--- src/rtl/core/gmb_pkg.sv ---
// gmb_pkg: shared types and constants for the grid maze reachability block.
// Used by every module under rtl/core.
package gmb_pkg;

  localparam int MAX_SIDE  = 16;
  localparam int SIDE_W    = 5;                    // holds MAX_SIDE itself
  localparam int POS_W     = 8;                    // cell index
  localparam int CNT_W     = 9;                    // holds MAX_SIDE*MAX_SIDE
  localparam int RC_W      = 4;                    // row / column
  localparam int DIST_W    = 8;
  localparam int LIMIT_W   = 16;
  localparam int CELLS     = MAX_SIDE * MAX_SIDE;
  localparam int FIFO_DEPTH = 4;
  localparam int FIFO_AW   = 2;

  localparam logic [1:0] KIND_OPEN  = 2'd0;
  localparam logic [1:0] KIND_WALL  = 2'd1;
  localparam logic [1:0] KIND_START = 2'd2;
  localparam logic [1:0] KIND_EXIT  = 2'd3;

  localparam logic REG_SIDE  = 1'b0;
  localparam logic REG_LIMIT = 1'b1;

  // one command from the loader to the search engine
  typedef struct packed {
    logic             wr;
    logic [POS_W-1:0] idx;
    logic             wall;
    logic             last;
    logic [CNT_W-1:0] limit;
    logic             start_ok;
    logic [POS_W-1:0] start_pos;
    logic             exit_ok;
    logic [POS_W-1:0] exit_pos;
  } gmb_cmd_t;

  // frontier entry: row, column, move count
  typedef struct packed {
    logic [RC_W-1:0]   row;
    logic [RC_W-1:0]   col;
    logic [DIST_W-1:0] moves;
  } gmb_node_t;

  typedef enum logic [3:0] {
    ST_IDLE, ST_CHK_S, ST_CHK_E, ST_CHK_V, ST_CLEAR, ST_DIVS,
    ST_SEED, ST_POP, ST_POPW, ST_NB, ST_REPORT
  } gmb_state_t;

endpackage

--- src/rtl/core/gmb_fifo.sv ---
// gmb_fifo: short command queue between loader and search engine.
// Depends on gmb_pkg.
module gmb_fifo
  import gmb_pkg::*;
(
  input  logic     clk,
  input  logic     rst,
  input  logic     push,
  input  gmb_cmd_t push_data,
  input  logic     pop,
  output gmb_cmd_t pop_data,
  output logic     full,
  output logic     empty
);

  gmb_cmd_t           slots [FIFO_DEPTH];
  logic [FIFO_AW-1:0] wr_ptr, rd_ptr;
  logic [FIFO_AW:0]   count;

  assign full     = (count == FIFO_AW'(0) + (FIFO_AW+1)'(FIFO_DEPTH));
  assign empty    = (count == '0);
  assign pop_data = slots[rd_ptr];

  always_ff @(posedge clk) begin
    if (push) slots[wr_ptr] <= push_data;
  end

  always_ff @(posedge clk) begin
    if (rst) begin
      wr_ptr <= '0;
      rd_ptr <= '0;
      count  <= '0;
    end else begin
      if (push) wr_ptr <= wr_ptr + 1'b1;
      if (pop)  rd_ptr <= rd_ptr + 1'b1;
      if (push && !pop)      count <= count + 1'b1;
      else if (pop && !push) count <= count - 1'b1;
    end
  end

endmodule

--- config.mk ---
export PLATFORM = sky130hd
export DESIGN_NAME = gmb_fifo
export DESIGN_NICKNAME = d
export VERILOG_FILES = /design/src/rtl/core/gmb_pkg.sv /design/src/rtl/core/gmb_fifo.sv
export SDC_FILE = /design/constraint.sdc
export NUM_CORES = 1
export LEC_CHECK = 0
export ABC_AREA = 1
export BUFFER_PORTS_ARGS = -buffer_cell sky130_fd_sc_hd__buf_2
export CORE_MARGIN = 2
export CORE_UTILIZATION = 50
export CTS_CLUSTER_DIAMETER = 150
export DETAILED_ROUTE_END_ITERATION = 8
export GPL_TIMING_DRIVEN = 0
export PLACE_DENSITY = 0.78
export REMOVE_ABC_BUFFERS = 1
export SYNTH_ARGS = -nofsm -noshare
export SYNTH_HDL_FRONTEND = slang
export SYNTH_SLANG_ARGS = --single-unit
export TNS_END_PERCENT = 10
--- constraint.sdc ---
create_clock -name clk -period 1.9 [get_ports clk]
set_input_delay 0.095 -clock clk [delete_from_list [all_inputs] [get_ports clk]]
set_output_delay 0.095 -clock clk [all_outputs]
set_load 0.05 [all_outputs]
---- Yosys cells after proc, flatten, opt, wreduce, memory -nomap -nowiden ----
Memory sizes are Yosys's and may differ from the RTL's. A register that Yosys moved wholly into a read port is not among the register bits.
Index checks and enable logic that the tools add are counted.
word-level totals
  output and inout bits ................... 40
  RAM bits ................................ 152
  memories kept ........................... 1
  register bits after elaboration ......... 7
  input port bits ......................... 42
  logic and storage cells ................. 21
memories
  name   depth  bits a word  read ports  clocked after memory_dff  write ports  line            source
  slots  4      38           1           1                         1            gmb_fifo.sv:16  gmb_cmd_t slots [FIFO_DEPTH];
cells by class
  reductions and logical operators ........ 6
  muxes and demuxes ....................... 6
  eq/ne operators ......................... 1
  add/subtract/negate cells ............... 4
operator list
  kind                   number
  $mux W3                2
  $add A2 B1 Y2 const B  2
  $mux W2                2
  $add A3 B1 Y3 const B  1
  $eq A3 B3 Y1 const B   1
  $logic_not A3 Y1       1
  $sub A3 B1 Y3 const B  1
  $logic_and A1 B1 Y1    2
  $logic_not A1 Y1       2
  $mux W1                2
  $reduce_bool A2 Y1     1

---- Depth between registers and ports, before layout ----
  depth after elaboration ................. 4
  mapped depth ............................ 10
  depth with buffers taken out ............ 10

---- Worst setup path before layout ----
OpenSTA, ideal clock, no wires.
  path kind ............................... register to register
  from .................................... register wr_ptr[0]
  to ...................................... memory slots[2][0] (netlist name) (enable)
  buffers on the path ..................... 0
  path slack .............................. 0.171 ns
  required time ........................... 1.507 ns
  cell stages (with the launch flop) ...... 5
  arrival ................................. 1.337 ns
  library setup time ...................... 0.393 ns
  period minus slack after synthesis ...... 1.729 ns
  path through ............................ dfxtp_1 > inv_1 > ha_1 > nand2_1 > inv_1
RTL lines
  element                 line            source
  start, declared         gmb_fifo.sv:17  logic [FIFO_AW-1:0] wr_ptr, rd_ptr;
  start signal, assigned  gmb_fifo.sv:34  if (push) wr_ptr <= wr_ptr + 1'b1;
  end, declared           gmb_fifo.sv:16
Straight into the memory's write port.

==> results.toml <==
[synthesis]
ys_warn_count = 0
synth_cells = 426
ys_ff_latch = 161
synth_cell_types = 21
synth_area_mm2 = 0.00608
avgSynthCellArea_um2 = 14.3
synth_seq_area_share = 0.780

[sta]
tightest_slew_ns = 0.548
finalHoldViolCount = 0
timing.slew.headroom = 0.634
skew_ns = 0.00450
fin_crit_sh = 0.940
period_needed_ns = 1.79
setup_tns_ns = 0
timing.fmax_mhz = 560
rsz0062_at_grt = "no"
setup_viol = 0
maxSlewViolCount = 0

[setup_path]
startpoint_type = "register"
critical_path.max_fanout = 38
end_kind = "primary output"
crit_required_ns = 1.80
critical_path_class = "reg2out"
crit_arrival_ns = 1.69

[power_and_ir_drop]
intPower_w = 0.00619
p_sw_w = 0.00220
p_sw_frac = 0.262
ir_drop_v = 0.000742
p_per_area_mw_per_mm2 = 1080
comb_power_share = 0.148
p_seq_frac = 0.489
leakagePower_nw = 2.82
p_clk_frac = 0.363

[global_routing]
grtUsageMet3 = 0.0646
grt_antenna_before_repair = 0
first_global_vias = 3806
track_usage = 0.208
met1_usage = 0.257
grt-busiest-layer = "met2"
overflow = 0
grt_max_degree = 39
use_met2 = 0.345
grt_pass1_wl_um = 19800

[die]
die_y_um = 114
core_area_mm2 = 0.0120
fp.dieArea_mm2 = 0.0131
fp.dieW_um = 114
pin_count = 82
initial_core_util = 0.509
rows = 40

[run_status]
run_status = "finished clean"

[final_layout]
fin_nets = 604
fin_cells = 716
syn_to_final_growth_pct = 27.2
fill_cells = 823
drive_gt1_frac = 0.228
mostFrequentLayoutCells = "152 x edfxtp_1, 82 x nor2_1, 72 x o21ai_0, 69 x buf_2, 39 x dlygate4sd3_1"
diodes = 0
multi_input_area_mm2 = 0.00111
regArea_mm2 = 0.00475
final_common_cell = "edfxtp_1"

[drt]
first_iter_violations = 292
viasPerCell = 5.49
final_antenna_net_count = 0
vias = 3930
drcViolationCount = 0
wl_per_cell_um = 18.2
wirelength_um = 13100
dr.pass1.iters = 4

[clocking]
cts_made_buffers = 17
cts_buffer_depth = 2
root_buffer = "clkbuf_16"
htree_levels = 4
cts_tree = "yes"
cts.clk_slew.worst_paths_ns = 0.06
cts.sink_count = 161
clk_latency_ns = 0.42

[placement]
place_congestion = 0.688
placedCellCount = 635
dp_hpwl_um = 6450
portBuffers = 81

[run]
maxCapViolCount = 0

[min_path]
hold_path.class = "in2reg"
## final timing paths
check             slack, ns                      to  depth (start not counted)              startpoint
setup / recovery       0.11            pop_data[26]                          5                register
hold / removal         0.03  wr_ptr[1]$_SDFFE_PP0P_                          3                    push
setup reg to reg       0.25  slots[2][30]$_DFFE_PP_                          5  wr_ptr[0]$_SDFFE_PP0P_
hold reg to reg        0.47                register                          1  rd_ptr[1]$_SDFFE_PP0P_
## registers in the layout, indices dropped and copies added (netlist names), named ones only
name	cells
count	3
rd_ptr	2
slots	152
wr_ptr	2
## power groups by stage
stage          Combinational (W)  Sequential [W]  Clock [W]
2_1_floorplan           0.000723         0.00419          0
3_3_place_gp            0.000986         0.00422          0
3_5_place_dp             0.00106         0.00420          0
4_1_cts                  0.00121         0.00411    0.00309
5_1_grt                  0.00133         0.00411    0.00323
6_report                 0.00124         0.00410    0.00304
## metal layers
| metal | wire, µm | part of all wire |
|---|---|---|
| met5 | 0 | 0 |
| met3 | 879 | 0.067 |
| met4 | 229 | 0.018 |
| met1 | 5360 | 0.41 |
| met2 | 6600 | 0.51 |
## per-stage QoR
step                total power, W   util  instance area, µm²  setup WS, ns  hold WS [ns]
global route               0.00867  0.647                7740       0.00195        0.0474
detailed placement         0.00526  0.554                6630        -0.722         0.273
CTS                        0.00841  0.642                7680       0.00118       0.00672
global placement           0.00520  0.544                6510         -2.32         0.266
finish                     0.00839  0.647                7740         0.114        0.0342
floorplan                  0.00491      -                5920        -0.956         0.167
## logic make-up (layout without fill, tap and decap cells)
group	Yosys count	count (layout)	synth area share
AOI/OAI and AO/OA	122	122	0.108
xor gates and xnor gates	1	1	0.00144
adders and majority gates	6	6	0.0136
buffers and inverters	41	184	0.0374
DFF	161	161	0.780
and+or+nand+nor	95	95	0.0596
## cell type report
| type | instances | share of cell area |
|---|---|---|
| timing repair buffer | 134 | 0.136 |
| inverter | 17 | 0.0113 |
| clock inverter | 11 | 0.0118 |
| clock buffer | 21 | 0.0569 |
| tap | 147 | 0.0238 |
| timing repair inverter | 1 | 0.00210 |
| sequential | 161 | 0.614 |
| multi-input combinational | 224 | 0.144 |
## cell usage after synthesis, drive strengths merged
| cell | count | share of area |
|---|---|---|
| edfxtp | 152 | 0.75 |
| nor2 | 82 | 0.051 |
| o21ai | 81 | 0.067 |
| o22ai | 38 | 0.039 |
| inv | 17 | 0.010 |
| buf | 15 | 0.021 |
| clkbuf | 9 | 0.0064 |
| dfxtp | 9 | 0.030 |
| nand2 | 9 | 0.0056 |
| ha | 5 | 0.010 |
| a21oi | 3 | 0.0025 |
| nor3 | 2 | 0.0016 |
| fa | 1 | 0.0033 |
| nand3 | 1 | 0.00082 |
| nand4 | 1 | 0.0010 |
| xor2 | 1 | 0.0014 |
## worst max-delay path, cell delays in order, from the launching register on
cell,delay [ns]
dfxtp_4,0.37
buf_12,0.18
inv_12,0.17
o21ai_0,0.11
o22ai_1,0.12
buf_2,0.29
## what timing repair did
item,in CTS,in global routing
gates cloned,2,0
endpoints found under the setup margin,38,37
hold buffers,39,0
setup buffers,3,5
endpoints found under the hold margin,154,0
gates resized for setup,21,5
Note: power is estimated with default switching activity, not from simulation.
