### src/rtl/core/gmb_pkg.sv
// gmb_pkg: shared types and constants for the grid maze reachability block.
// Used by every module under rtl/core.
package gmb_pkg;

  localparam int MAX_SIDE  = 16;
  localparam int SIDE_W    = 5;                    // holds MAX_SIDE itself
  localparam int POS_W     = 8;                    // cell index
  localparam int CNT_W     = 9;                    // holds MAX_SIDE*MAX_SIDE
  localparam int RC_W      = 4;                    // row / column
  localparam int DIST_W    = 8;
  localparam int LIMIT_W   = 16;
  localparam int CELLS     = MAX_SIDE * MAX_SIDE;
  localparam int FIFO_DEPTH = 4;
  localparam int FIFO_AW   = 2;

  localparam logic [1:0] KIND_OPEN  = 2'd0;
  localparam logic [1:0] KIND_WALL  = 2'd1;
  localparam logic [1:0] KIND_START = 2'd2;
  localparam logic [1:0] KIND_EXIT  = 2'd3;

  localparam logic REG_SIDE  = 1'b0;
  localparam logic REG_LIMIT = 1'b1;

  // one command from the loader to the search engine
  typedef struct packed {
    logic             wr;
    logic [POS_W-1:0] idx;
    logic             wall;
    logic             last;
    logic [CNT_W-1:0] limit;
    logic             start_ok;
    logic [POS_W-1:0] start_pos;
    logic             exit_ok;
    logic [POS_W-1:0] exit_pos;
  } gmb_cmd_t;

  // frontier entry: row, column, move count
  typedef struct packed {
    logic [RC_W-1:0]   row;
    logic [RC_W-1:0]   col;
    logic [DIST_W-1:0] moves;
  } gmb_node_t;

  typedef enum logic [3:0] {
    ST_IDLE, ST_CHK_S, ST_CHK_E, ST_CHK_V, ST_CLEAR, ST_DIVS,
    ST_SEED, ST_POP, ST_POPW, ST_NB, ST_REPORT
  } gmb_state_t;

endpackage

### src/rtl/core/gmb_front.sv
// gmb_front: takes cells, tracks load count and start/exit, builds commands.
// Depends on gmb_pkg.
module gmb_front
  import gmb_pkg::*;
(
  input  logic              clk,
  input  logic              rst,
  input  logic              accept,
  input  logic [1:0]        cell_kind,
  input  logic              last_cell,
  input  logic [SIDE_W-1:0] side,
  output gmb_cmd_t          cmd
);

  logic [CNT_W-1:0] load_count, load_count_next;
  logic             start_ok, start_ok_next, exit_ok, exit_ok_next;
  logic [POS_W-1:0] start_pos, start_pos_next, exit_pos, exit_pos_next;
  logic [2*SIDE_W-1:0] area;
  logic [CNT_W-1:0] n, lim;
  logic             in_range;

  always_comb begin
    area     = side * side;
    n        = area[CNT_W-1:0];
    in_range = load_count < n;
    load_count_next = in_range ? load_count + 1'b1 : load_count;
    lim = (load_count_next < n) ? load_count_next : n;
    start_ok_next  = start_ok;
    start_pos_next = start_pos;
    exit_ok_next   = exit_ok;
    exit_pos_next  = exit_pos;
    if (in_range && cell_kind == KIND_START) begin
      start_ok_next  = 1'b1;
      start_pos_next = load_count[POS_W-1:0];
    end
    if (in_range && cell_kind == KIND_EXIT) begin
      exit_ok_next  = 1'b1;
      exit_pos_next = load_count[POS_W-1:0];
    end
    cmd.wr        = in_range;
    cmd.idx       = load_count[POS_W-1:0];
    cmd.wall      = (cell_kind == KIND_WALL);
    cmd.last      = last_cell;
    cmd.limit     = lim;
    cmd.start_ok  = start_ok_next;
    cmd.start_pos = start_pos_next;
    cmd.exit_ok   = exit_ok_next;
    cmd.exit_pos  = exit_pos_next;
  end

  always_ff @(posedge clk) begin
    if (rst) begin
      load_count <= '0;
      start_ok   <= 1'b0;
      exit_ok    <= 1'b0;
      start_pos  <= '0;
      exit_pos   <= '0;
    end else if (accept) begin
      if (last_cell) begin
        load_count <= '0;
        start_ok   <= 1'b0;
        exit_ok    <= 1'b0;
        start_pos  <= '0;
        exit_pos   <= '0;
      end else begin
        load_count <= load_count_next;
        start_ok   <= start_ok_next;
        exit_ok    <= exit_ok_next;
        start_pos  <= start_pos_next;
        exit_pos   <= exit_pos_next;
      end
    end
  end

endmodule

### config.mk
export PLATFORM = sky130hd
export DESIGN_NAME = gmb_front
export DESIGN_NICKNAME = d
export VERILOG_FILES = /design/src/rtl/core/gmb_pkg.sv /design/src/rtl/core/gmb_front.sv
export SDC_FILE = /design/constraint.sdc
export NUM_CORES = 1
export LEC_CHECK = 0
export ABC_CLOCK_PERIOD_IN_PS = 8000
export BUFFER_PORTS_ARGS = -buffer_cell sky130_fd_sc_hd__buf_4
export CAP_MARGIN = 40
export CELL_PAD_IN_SITES_DETAIL_PLACEMENT = 0
export CELL_PAD_IN_SITES_GLOBAL_PLACEMENT = 1
export CORE_MARGIN = 3
export CORE_UTILIZATION = 41
export CTS_BUF_LIST = sky130_fd_sc_hd__clkbuf_16
export DETAILED_ROUTE_END_ITERATION = 7
export PLACE_DENSITY_LB_ADDON = 0.1
export SYNTH_ARGS = -nofsm -noshare
export SYNTH_HDL_FRONTEND = slang
export SYNTH_SLANG_ARGS = --single-unit
### constraint.sdc
create_clock -name clk -period 8 [get_ports clk]
set_input_delay 0.4 -clock clk [delete_from_list [all_inputs] [get_ports clk]]
set_output_delay 0.4 -clock clk [all_outputs]
set_load 0.03 [all_outputs]
Yosys cells after proc, flatten, opt, wreduce, memory -nomap -nowiden
Cells that the tools add are included.

Flip-flop bits (word level): 27. Input port bits: 11. Output and inout bits: 38. Word-level logic and storage cells: 25.

Add/subtract/negate cells: 1. Multiply operators: 1. $lt $le $gt $ge: 2. Eq/ne operators: 3. Mux-type cells: 11. Reductions and logical operators: 2.

Operators with widths (count): two-way mux 8 bit (4); two-way mux 9 bit (3); less-than comparator 9 bit (2); adder 9 x 1 -> 9 bit, second input constant (1); multiplier 5 x 5 -> 9 bit (1); == test 2 bit, second input constant (2); two-way mux 1 bit (4); == test 2 x 1 -> 1 bit, second input constant (1); logical AND 1 bit (2).

Depth between registers and ports, before layout
Depth in word-level cells: 5. Gate-level depth with buffers: 27. Mapped depth without buffers: 25.

Least setup slack after synthesis
OpenSTA, ideal clock, no wires.

Kind: input port to output port. Start point: in side[0]. End point: out cmd[22] (netlist bit). Data arrival time: 6.514 ns. Data required time: 7.600 ns. Path slack: 1.086 ns. Cell stages on the path: 27. Path buffers: 2. Cell sequence: buf_6 -> nand2_1 -> fa_1 -> fa_1 -> fa_1 -> inv_1 -> ha_1 -> a21o_1 -> a21oi_1 -> xor2_1 -> ha_1 -> o211a_1 -> o31a_1 -> o31a_4 -> clkinv_4 -> buf_2 -> nand2_1 -> xnor2_1 -> ha_1 -> a21o_1 -> a21oi_1 -> nor2b_1 -> o21ai_0 -> nand2b_1 -> a2111oi_1 -> nor3_2 -> mux2i_1.

RTL lines: start, declared (RTL line gmb_front.sv:11) `input logic [SIDE_W-1:0] side,`; end, declared (RTL line gmb_front.sv:12) `output gmb_cmd_t cmd`.

==> impl_metrics.json <==
{
  "viasPerCell": 5.39,
  "track_usage_pct": 17.9,
  "status": "completed",
  "htreeDepth": 1,
  "synth_edf_count": 0,
  "synth_async_sr_flop_share_pct": 0,
  "grt_pass1_wl_um": 9630,
  "synth.top_cell.area_share_pct": 22.6,
  "final_common_cell": "buf_4",
  "worstPathMaxFanout": 13,
  "setup-tns-final_ns": 0,
  "dr.first_iter.drc_count": 109,
  "ant_nets": 0,
  "post-cts-setup-buffers": 0,
  "wl_um": 5870,
  "cts_root_buffer": "clkbuf_16",
  "rsz0062_at_grt": "no",
  "ys_types": 52,
  "worstSetupEndpointType": "output port",
  "worstSkewPairLatency_ns": 0.26,
  "max_stage_delay_ns": 0.55,
  "synth_ff_type": "dfxtp_1",
  "start_kind": "input port",
  "grt_start_max_net_pins": 27,
  "dpl.hpwl_um": 4430,
  "finalPower_uw": 374,
  "die_y_um": 82.4,
  "grt_overflow": 0,
  "area_growth_pct": 16.9,
  "layout_common_cells": "buf_4, nor2_1, dfxtp_1, a22oi_1",
  "relSlewSlack_pct": 49.9,
  "tritoncts": "done",
  "io_pins": 49,
  "cts_buffers": 3,
  "drive_gt1_share_pct": 26.0,
  "yosysWarnings": 0,
  "drc": 0,
  "dr_total_vias": 2065,
  "port_buffers": 48,
  "syn_avg_cell_area_um2": 8.48,
  "die_area_um2": 6790,
  "cts.repair.resized": 0,
  "critPathKind": "input port to output port",
  "n_antenna_cell": 0,
  "core_area_um2": 5570,
  "clk_pin_slew_ns": 0.06,
  "die_x_um": 82.4,
  "hold_buffers": 0,
  "gp_congestion": 0.801,
  "synth_seq_cells": 27,
  "fillCellCount": 578,
  "yosys.area.top_type": "dfxtp_1",
  "timing.final.hold_violations": 0,
  "clockBufferDepth": 2,
  "syn-num-nets": 316,
  "synth_area_um2": 2390,
  "holdCritPathClass": "input port to flop",
  "peakVddDrop_mv": 0.0739,
  "fp-row-count": 27,
  "antenna_found_initial": 0,
  "clock_skew_ns": 0.00356,
  "syn_inst": 282,
  "p_leak_uw": 0.00128,
  "cp.arrival_ns": 6.89,
  "drt_pass1_iterations": 6,
  "finalSetupViolations": 0,
  "ys_top_cells_by_area": "dfxtp_1, ha_1, mux2_2",
  "grt_pass1_vias": 1887,
  "p_per_area_nw_per_um2": 134,
  "cp.required_ns": 7.60,
  "min_period_ns": 7.29,
  "cpMaxStageDelayCell": "fa_1",
  "fin_nets": 346,
  "maxCapViolations": 0,
  "fin_crit_sh_pct": 91.2,
  "synth_seq_area_share_pct": 22.6,
  "cts_sinks": 27,
  "start_util_pct": 42.9,
  "maxClockFrequency_mhz": 137,
  "tightest_slew_ns": 0.747,
  "slew_viol_final": 0,
  "wire_per_inst_um": 15.3
}
[synth_stat cells (all sizes together) (3+ instances only)]
cell and count:
nor2 37, dfxtp 27, a22oi 21, ha 19, mux2 19, buf 15
inv 13, a21oi 11, nand2 11, clkbuf 9, nand2b 8, xnor2 7
and2 6, nand3 6, nor2b 6, o21ai 6, a21o 5, mux2i 5
nor3 5, and3 4, fa 4, a2111oi 3, nand3b 3, nand4 3
o21a 3, or3 3, xor2 3
[kinds of logic (layout without fill, tap and decap cells)]
kind of cell | count (synthesis) | after routing | synth area share (%)
simple gates | 96 | 96 | 20.1
flops | 27 | 27 | 22.6
mux | 24 | 24 | 11.0
compound gates | 63 | 63 | 20.7
fa+ha+maj | 23 | 23 | 13.3
buf+inv | 39 | 68 | 8.58
xor+xnor | 10 | 10 | 3.66
[power by group]
part / leakage, µW / switching [µW] / internal, µW / total [µW]
clock: 0.0000409 / 45.3 / 67.4 / 113
sequential: 0.000218 / 1.76 / 135 / 137
combinational: 0.00102 / 74.0 / 49.9 / 124
[critical path: cells and delay by family]
| family | cells | cell delay (ns) |
|---|---|---|
| fa+ha+maj | 6 | 2.53 |
| compound gates | 9 | 2.10 |
| simple gates | 5 | 0.57 |
| xor+xnor | 2 | 0.52 |
| buf+inv | 4 | 0.46 |
| mux | 1 | 0.31 |
[path summary, 6_finish.rpt]
path / start / end / slack (ns) / depth (start not counted)
worst min register to register: start_ok / start_ok / 0.47 / 2
worst min-delay path: accept / start_ok / 0.47 / 3
worst max register to register: load_count[3] / start_pos[0] / 4.70 / 11
worst max-delay path: side[0] / cmd[18] / 0.71 / 27
[metal layers]
layer / share of wire, % / vias up / GRT usage [%]
li1: - / 1060 / -
met1: 54 / 968 / 28.5
met2: 42 / 37 / 25.6
met3: 3.9 / 0 / 3.25
met4: 0 / 0 / 0.997
met5: 0 / - / 0
[metrics by stage]
stage                     setup slack (ns)  instances  hold slack (ns)  utilization [%]  cell area [µm²]
after floorplan                       1.09        282            0.431                -             2390
after global placement               0.852        378            0.441             48.5             2700
after detailed placement             0.732        379            0.455             48.7             2720
after CTS                            0.716        383            0.462             50.2             2800
after global routing                 0.208        383            0.481             50.2             2800
final                                0.707        383            0.468             50.2             2800
[final cells by class]
cell class	instances	area (µm²)	area share, %
Clock inverter	1	5.00	0.179
Tap cell	72	90.1	3.22
Timing Repair Buffer	49	375	13.4
Clock buffer	3	75.1	2.68
Multi-Input combinational cell	216	1650	59.0
Inverter	15	61.3	2.19
Sequential cell	27	541	19.3
[registers in the layout, indices dropped and copies added (netlist names)]
name	cells
exit_ok	1
exit_pos	8
load_count	9
start_ok	1
start_pos	8
Power figures use the tool's default switching activity.
